--- src/hw/rtl/upmix_pkg.sv ---
// Shared types, constants and coefficient table of the stereo to 5.1 upmixer.
package upmix_pkg;

   localparam int TAPS        = 50;
   localparam int SAMPLE_BITS = 24;
   localparam int GAIN_BITS   = 16;
   localparam int COEF_BITS   = 24;
   localparam int COEF_FRAC   = 23;
   localparam int ROM_SIZE    = 50;
   localparam int ROM_BITS    = $clog2(ROM_SIZE);

   // tap index and fill count must also hold the value TAPS
   localparam int TAP_BITS      = $clog2(TAPS + 1);
   localparam int RAM_ADDR_BITS = TAP_BITS + 1;
   localparam int RAM_DEPTH     = 2 ** RAM_ADDR_BITS;

   localparam int MUL_B_BITS = (COEF_BITS > GAIN_BITS + 1) ? COEF_BITS : GAIN_BITS + 1;
   localparam int PROD_BITS  = SAMPLE_BITS + MUL_B_BITS;
   localparam int ACC_BITS   = SAMPLE_BITS + COEF_BITS + TAP_BITS;

   localparam int CSR_INDEX_BITS = 8;
   localparam int CSR_DATA_BITS  = GAIN_BITS;

   // register indexes
   localparam logic [CSR_INDEX_BITS-1:0] REG_LEFT_GAIN   = CSR_INDEX_BITS'(0);
   localparam logic [CSR_INDEX_BITS-1:0] REG_RIGHT_GAIN  = CSR_INDEX_BITS'(1);
   localparam logic [CSR_INDEX_BITS-1:0] REG_ENABLE      = CSR_INDEX_BITS'(2);
   localparam logic [CSR_INDEX_BITS-1:0] REG_OUTPUT_MODE = CSR_INDEX_BITS'(3);

   localparam logic [GAIN_BITS-1:0] GAIN_RESET = GAIN_BITS'(41350);

   // output modes
   localparam logic [1:0] MODE_SIX    = 2'd0;
   localparam logic [1:0] MODE_STEREO = 2'd1;
   localparam logic [1:0] MODE_QUAD   = 2'd2;

   localparam logic [2:0] CH_TWO  = 3'd2;
   localparam logic [2:0] CH_FOUR = 3'd4;
   localparam logic [2:0] CH_SIX  = 3'd6;

   localparam logic signed [ACC_BITS-1:0] SAMPLE_MAX =
      ACC_BITS'((64'sd1 <<< (SAMPLE_BITS - 1)) - 64'sd1);
   localparam logic signed [ACC_BITS-1:0] SAMPLE_MIN = -SAMPLE_MAX - ACC_BITS'(1);
   localparam logic signed [PROD_BITS-1:0] GAIN_HALF = PROD_BITS'(1) <<< (GAIN_BITS - 1);
   localparam logic signed [ACC_BITS-1:0]  FIR_HALF  = ACC_BITS'(1) <<< (COEF_FRAC - 1);

   typedef logic signed [SAMPLE_BITS-1:0] sample_type;

   typedef struct packed {
      sample_type left_in;
      sample_type right_in;
   } req_type;

   typedef struct packed {
      sample_type front_left;
      sample_type front_right;
      sample_type surround_left;
      sample_type surround_right;
      sample_type center_out;
      sample_type low_freq_out;
      logic [2:0] channels_used;
      logic       clipped;
   } rsp_type;

   typedef struct packed {
      sample_type value;
      logic       clip;
   } sat_type;

   typedef enum logic [3:0] {
      ST_IDLE,
      ST_GAIN_L,
      ST_GAIN_R,
      ST_WRITE_L,
      ST_WRITE_R,
      ST_MAC,
      ST_DRAIN,
      ST_SCALE,
      ST_DONE
   } state_type;

   typedef struct packed {
      logic                load_in;
      logic                gain;
      logic                gain_ch;
      logic                wr_en;
      logic                wr_ch;
      logic                advance;
      logic                clr_acc;
      logic                issue;
      logic                rd_ch;
      logic [TAP_BITS-1:0] tap;
      logic                scale;
      logic                load_out;
   } cmd_type;

   typedef struct packed {
      logic enable;
      logic busy;
   } status_type;

   localparam logic signed [COEF_BITS-1:0] TAP_ROM [ROM_SIZE] = '{
      -24'sd108370, -24'sd114498, -24'sd120533, -24'sd126456, -24'sd132247,
      -24'sd137890, -24'sd143365, -24'sd148656, -24'sd153744, -24'sd158614,
      -24'sd163250, -24'sd167636, -24'sd171759, -24'sd175604, -24'sd179160,
      -24'sd182413, -24'sd185354, -24'sd187972, -24'sd190259, -24'sd192208,
      -24'sd193811, -24'sd195063, -24'sd195961, -24'sd196501,  24'sd8195044,
      -24'sd196501, -24'sd195961, -24'sd195063, -24'sd193811, -24'sd192208,
      -24'sd190259, -24'sd187972, -24'sd185354, -24'sd182413, -24'sd179160,
      -24'sd175604, -24'sd171759, -24'sd167636, -24'sd163250, -24'sd158614,
      -24'sd153744, -24'sd148656, -24'sd143365, -24'sd137890, -24'sd132247,
      -24'sd126456, -24'sd120533, -24'sd114498, -24'sd108370, -24'sd102167
   };

   // taps past the end of the table read as zero
   function automatic logic signed [COEF_BITS-1:0] tap_coef(input logic [TAP_BITS-1:0] idx);
      logic signed [COEF_BITS-1:0] coef;
      coef = '0;
      if (idx < TAP_BITS'(ROM_SIZE)) begin
         coef = TAP_ROM[ROM_BITS'(idx)];
      end
      return coef;
   endfunction

   function automatic sat_type sat_sample(input logic signed [ACC_BITS-1:0] v);
      sat_type r;
      if (v > SAMPLE_MAX) begin
         r.value = SAMPLE_MAX[SAMPLE_BITS-1:0];
         r.clip  = 1'b1;
      end else if (v < SAMPLE_MIN) begin
         r.value = SAMPLE_MIN[SAMPLE_BITS-1:0];
         r.clip  = 1'b1;
      end else begin
         r.value = v[SAMPLE_BITS-1:0];
         r.clip  = 1'b0;
      end
      return r;
   endfunction

endpackage

--- src/hw/rtl/upmix_ctrl.sv ---
// Sequencer of the upmixer: handshakes, gain, delay-line write and tap loop.
module upmix_ctrl (
   input  logic                   clock,
   input  logic                   reset,
   input  logic                   req_valid,
   output logic                   req_stall,
   output logic                   rsp_valid,
   input  logic                   rsp_stall,
   input  upmix_pkg::status_type  status,
   output upmix_pkg::cmd_type     cmd
);
   import upmix_pkg::*;

   state_type           state_ff, state_in;
   logic [TAP_BITS-1:0] tap_ff, tap_in;
   logic                ch_ff, ch_in;
   logic                rsp_valid_ff, rsp_valid_in;

   always_ff @(posedge clock) begin
      if (reset) begin
         state_ff     <= ST_IDLE;
         tap_ff       <= '0;
         ch_ff        <= 1'b0;
         rsp_valid_ff <= 1'b0;
      end else begin
         state_ff     <= state_in;
         tap_ff       <= tap_in;
         ch_ff        <= ch_in;
         rsp_valid_ff <= rsp_valid_in;
      end
   end

   assign req_stall = (state_ff != ST_IDLE);
   assign rsp_valid = rsp_valid_ff;

   always_comb begin
      state_in     = state_ff;
      tap_in       = tap_ff;
      ch_in        = ch_ff;
      rsp_valid_in = rsp_valid_ff & rsp_stall;
      cmd          = '0;
      cmd.tap      = tap_ff;
      cmd.rd_ch    = ch_ff;
      case (state_ff)
         ST_IDLE: begin
            if (req_valid) begin
               cmd.load_in = 1'b1;
               state_in    = status.enable ? ST_GAIN_L : ST_DONE;
            end
         end
         ST_GAIN_L: begin
            cmd.gain = 1'b1;
            state_in = ST_GAIN_R;
         end
         ST_GAIN_R: begin
            cmd.gain    = 1'b1;
            cmd.gain_ch = 1'b1;
            state_in    = ST_WRITE_L;
         end
         ST_WRITE_L: begin
            cmd.wr_en = 1'b1;
            state_in  = ST_WRITE_R;
         end
         ST_WRITE_R: begin
            cmd.wr_en   = 1'b1;
            cmd.wr_ch   = 1'b1;
            cmd.advance = 1'b1;
            cmd.clr_acc = 1'b1;
            tap_in      = '0;
            ch_in       = 1'b0;
            state_in    = ST_MAC;
         end
         ST_MAC: begin
            cmd.issue = 1'b1;
            if (tap_ff == TAP_BITS'(TAPS - 1)) begin
               tap_in = '0;
               ch_in  = 1'b1;
               if (ch_ff) begin
                  state_in = ST_DRAIN;
               end
            end else begin
               tap_in = tap_ff + TAP_BITS'(1);
            end
         end
         ST_DRAIN: begin
            // wait for the last products to land in the accumulators
            if (!status.busy) begin
               state_in = ST_SCALE;
            end
         end
         ST_SCALE: begin
            cmd.scale = 1'b1;
            state_in  = ST_DONE;
         end
         ST_DONE: begin
            if (!rsp_valid_ff || !rsp_stall) begin
               cmd.load_out = 1'b1;
               rsp_valid_in = 1'b1;
               state_in     = ST_IDLE;
            end
         end
         default: begin
            state_in = ST_IDLE;
         end
      endcase
   end

endmodule

--- config.mk ---
export PLATFORM = sky130hd
export DESIGN_NAME = upmix_ctrl
export DESIGN_NICKNAME = d
export VERILOG_FILES = /design/src/hw/rtl/upmix_pkg.sv /design/src/hw/rtl/upmix_ctrl.sv
export SDC_FILE = /design/constraint.sdc
export NUM_CORES = 1
export LEC_CHECK = 0
export ABC_AREA = 1
export BUFFER_PORTS_ARGS = -buffer_cell sky130_fd_sc_hd__buf_2
export CORE_MARGIN = 3
export CORE_UTILIZATION = 51
export DETAILED_ROUTE_END_ITERATION = 8
export GPL_ROUTABILITY_DRIVEN = 0
export GPL_TIMING_DRIVEN = 0
export MAX_ROUTING_LAYER = met4
export PLACE_DENSITY = 0.88
export REMOVE_ABC_BUFFERS = 1
export SLEW_MARGIN = 25
export SYNTH_ARGS = -nofsm -noshare
export SYNTH_HDL_FRONTEND = slang
export SYNTH_SLANG_ARGS = --single-unit
--- constraint.sdc ---
create_clock -name clock -period 3.85 [get_ports clock]
set_input_delay 0.1925 -clock clock [delete_from_list [all_inputs] [get_ports clock]]
set_output_delay 0.1925 -clock clock [all_outputs]
set_load 0.05 [all_outputs]
=== Word-level counts from Yosys, hierarchy flattened ===
Cells that the tools add are included.

* Bits in latches: 0
* Memories kept: 0
* Memory bits (writable): 0
* Flip-flop bits (word level): 12
* Bits in read-only memories: 0
* Output and inout bits: 19
* Input bits: 6

* $mul: 0
* Magnitude comparators: 0
* Bitwise operators: 1
* Shift-type cells: 0
* Eq/ne operators: 14
* $add $sub $neg: 1
* Reductions and logical operators: 10
* Mux-type cells: 23
* Divide/modulo/power cells: 0

{| class="wikitable"
|+ Operator list
! kind !! number
|-
| $pmux W4 S9 || 1
|-
| $mux W4 || 6
|-
| $eq A4 B3 Y1 const B || 4
|-
| $mux W1 || 12
|-
| $pmux W6 S2 || 1
|-
| $ne A2 B2 Y1 const B || 5
|-
| $eq A4 B2 Y1 const B || 2
|-
| $add A6 B1 Y6 const B || 1
|-
| $eq A6 B6 Y1 const B || 1
|-
| $mux W6 || 1
|-
| $reduce_and A5 Y1 || 1
|-
| $eq A4 B1 Y1 const B || 1
|-
| $eq A4 B4 Y1 const B || 1
|-
| $logic_not A4 Y1 || 1
|-
| $reduce_bool A4 Y1 || 1
|-
| $reduce_or A2 Y1 || 2
|-
| $mux W3 || 1
|-
| $logic_not A1 Y1 || 2
|-
| $pmux W1 S2 || 1
|-
| $reduce_and A2 Y1 || 1
|-
| $reduce_bool A2 Y1 || 1
|-
| $and A1 B1 Y1 || 1
|-
| $logic_or A1 B1 Y1 || 1
|}

=== Depth between registers and ports, before layout ===
* Depth in word-level cells: 4
* Gate-level depth with buffers: 10

=== Least setup slack after synthesis ===
Ideal clock, no wire load.

* Kind: register to output
* From: reg state_ff[2]
* To: out cmd[16] in the netlist's numbering
* Path slack: 2.010 ns
* Stages on the path, launching flop included: 6
* Arrival time: 1.648 ns
* Path buffers: 0
* Cell sequence: dfxtp_1 -> inv_1 -> nand2_1 -> inv_1 -> nand2_1 -> nor2_1

{| class="wikitable"
|+ RTL lines
! what !! RTL line !! RTL
|-
| start, declared || upmix_ctrl.sv:14 || <nowiki>state_type state_ff, state_in;</nowiki>
|-
| start signal, assigned || upmix_ctrl.sv:26 || <nowiki>state_ff <= state_in;</nowiki>
|-
| end, declared || upmix_ctrl.sv:10 || <nowiki>output upmix_pkg::cmd_type cmd</nowiki>
|}

==> results.ini <==
[status]
outcome=finished clean

[clock_tree]
cts_hold_buf=0
cts_setup_buffers=0
htreeDepth=1
post_cts_resized=0
cts_root_buffer=clkbuf_4
clockBufferDepth=2
cts_tree=done
clkTransAtPathRegs_ns=0.07
cts_buffers=3
clock_latency_ns=0.27
cts.sinks=12

[grt]
globalRouteTotalUtil_pct=19.7
antenna_found_initial=0
grt_max_degree=9
grt_pass1_wl_um=2760
grt_pass1_vias=692
grt-ovfl-total=0

[timing]
setup_tns_ns=0
skew_ns=0.000377
fmax_mhz=607
hold_violations=0
drv_slew=0
slew_headroom_pct=83.5
worst_pin_slew_ns=0.247
setup_ws_ns=2.20
period_minus_slack_ns=1.65
rsz0062_at_grt=false
finalSetupViolCount=0
fin_crit_sh_pct=42.8

[final_layout]
area_growth_pct=17.3
nNetsFinal=151
drive_gt1_share_pct=23.4
diodes=0
design_area_um2=865
final_common_cell=nand2_1
layout_common_cells=33 x nand2_1, 24 x buf_2, 19 x nor2_1, 18 x inv_1, 12 x dfxtp_1
fillerInstances=134

[worst_setup_path]
worstSetupPathType=flop to output pin
worstSetupEndpointType=output pin
crit_required_ns=3.66
path_cells=inv_1 > nor2_4 > nand2_1 > inv_1 > buf_2
r2r_cells=8
slowest_delay_ns=0.39
cp_max_fo=5
r2r-start=tap_ff[0]
r2r_slack_ns=2.38
cp_top_family=buffers and inverters
startpoint_type=flop
cp.buffers_inverters=3
rr_endpoint=state_ff[0]
arrival_ns=1.45
critPathMostFrequentCell=inv_1
slowest_stage=dfxtp_1

[drt]
vias=775
routed_wl_um=1620
drc=0
viasPerCell=4.97
wire_per_inst_um=10.4
drtIter0Drc=18
drtPass1Iterations=4
drt.antenna.violating_nets=0

[place]
post_dp_cell_area_um2=842
hpwl_um=1360
port-buffer-count=24
place_ws_ns=2.40

[logic_synthesis]
yosys_warnings=0
synth_cells=119
yosysTopAreaCell=dfxtp_1
yosys.cell_types.count=16
syn-cell-area_um2=737
netlist.area_leader.share_pct=32.6
ys_seq_area_share_pct=32.6
syn_area_per_cell_um2=6.19
synth-seq-cells=12
synth_top_cells_by_area=dfxtp_1 33%, nand2_1 17%, nor2_1 9.7%, inv_1 9.2%, a21oi_1 6.1%

[pwr]
p_comb_share_pct=59.9
power_frac_clock_pct=12.6
leakagePower_nw=0.496
power_density_nw_per_um2=686
p_int_mw=0.260
peakVddDrop_v=0.000261
switchingPower_mw=0.333
sw_frac_of_total_pct=56.1
pwr-share-seq_pct=27.5
p_total_mw=0.593

[die]
coreArea_um2=1330
die_w_um=44.0
die_y_um=44.0
pin_count=25
row_count=13
initial_core_util_pct=55.3
die_area_um2=1940

[hold_path]
holdPathEnd=tap_ff[1]
hold_path_class=primary input to flop
min_path_cells=2
min_from=reset

[flow_run]
drv_cap=0

[worst reg2reg max path, cell delays in order, from the launching register on]
cell	delay (ns)
dfxtp_1	0.42
ha_1	0.18
nand3_1	0.07
nor2_1	0.19
nor2_2	0.09
nor2_2	0.18
nand2_1	0.10
nor2_1	0.10
nor2_1	0.05
[routing by layer]
layer / GRT usage (%) / wire [um] / vias to the layer above
li1: - / - / 407
met1: 21.4 / 689 / 340
met2: 33.4 / 796 / 23
met3: 3.66 / 98 / 5
met4: 10.8 / 37 / 0
met5: - / 0 / -
[sequential cells by signal, summed over array words and instances, names as in the netlist]
name	count
tap_ff	6
ch_ff	1
state_ff	4
rsp_valid	1
[power groups by stage]
stage | sequential, mW | clock, mW | combinational [mW]
after CTS | 0.163 | 0.0747 | 0.355
after global routing | 0.167 | 0.0817 | 0.388
final | 0.163 | 0.0748 | 0.355
after detailed placement | 0.166 | 0 | 0.354
after global placement | 0.165 | 0 | 0.349
after floorplan | 0.168 | 0 | 0.279
[cells in the mapped netlist (all sizes together)]
master / instances
inv: 19
a211oi: 1
dfxtp: 12
buf: 5
xor2: 2
a21oi: 9
ha: 2
nor3b: 2
nand2: 33
nand3: 9
nor2: 24
o21ai: 1
[kinds of logic (layout without fill, tap and decap cells)]
logic type | count (synthesis) | after routing | share of synthesized area (%)
xor+xnor | 2 | 2 | 2.38
buf+inv | 24 | 46 | 14.3
compound gates | 11 | 11 | 7.81
simple gates | 68 | 68 | 39.6
flops | 12 | 12 | 32.6
fa+ha+maj | 2 | 2 | 3.40
[per-stage QoR]
stage | hold WS, ns | utilization [%] | cells
after floorplan | 0.262 | - | 114
after global placement | 0.468 | 63.1 | 153
after detailed placement | 0.473 | 63.1 | 153
after CTS | 0.190 | 64.8 | 156
after global routing | 0.201 | 64.8 | 156
final | 0.187 | 64.8 | 156
[cell type report]
class	count	area (um^2)	share of cell area, %
Timing Repair Buffer	24	120	13.9
Clock buffer	3	22.5	2.60
Inverter	19	71.3	8.25
Tap cell	15	18.8	2.17
Multi-Input combinational cell	83	392	45.3
Sequential cell	12	240	27.8
[worst max path at each step]
stage                     start           to  slack (ns)  depth (start not counted)
finish              state_ff[2]      cmd[10]        2.20                          5
global route        state_ff[1]      cmd[10]        2.07                          4
CTS                 state_ff[2]      cmd[10]        2.20                          5
detailed placement    tap_ff[0]  state_ff[0]        2.40                          8
global placement      tap_ff[0]  state_ff[0]        2.43                          8
floorplan           state_ff[1]  state_ff[0]        1.91                          7
Note: power is estimated with default switching activity, not from simulation.
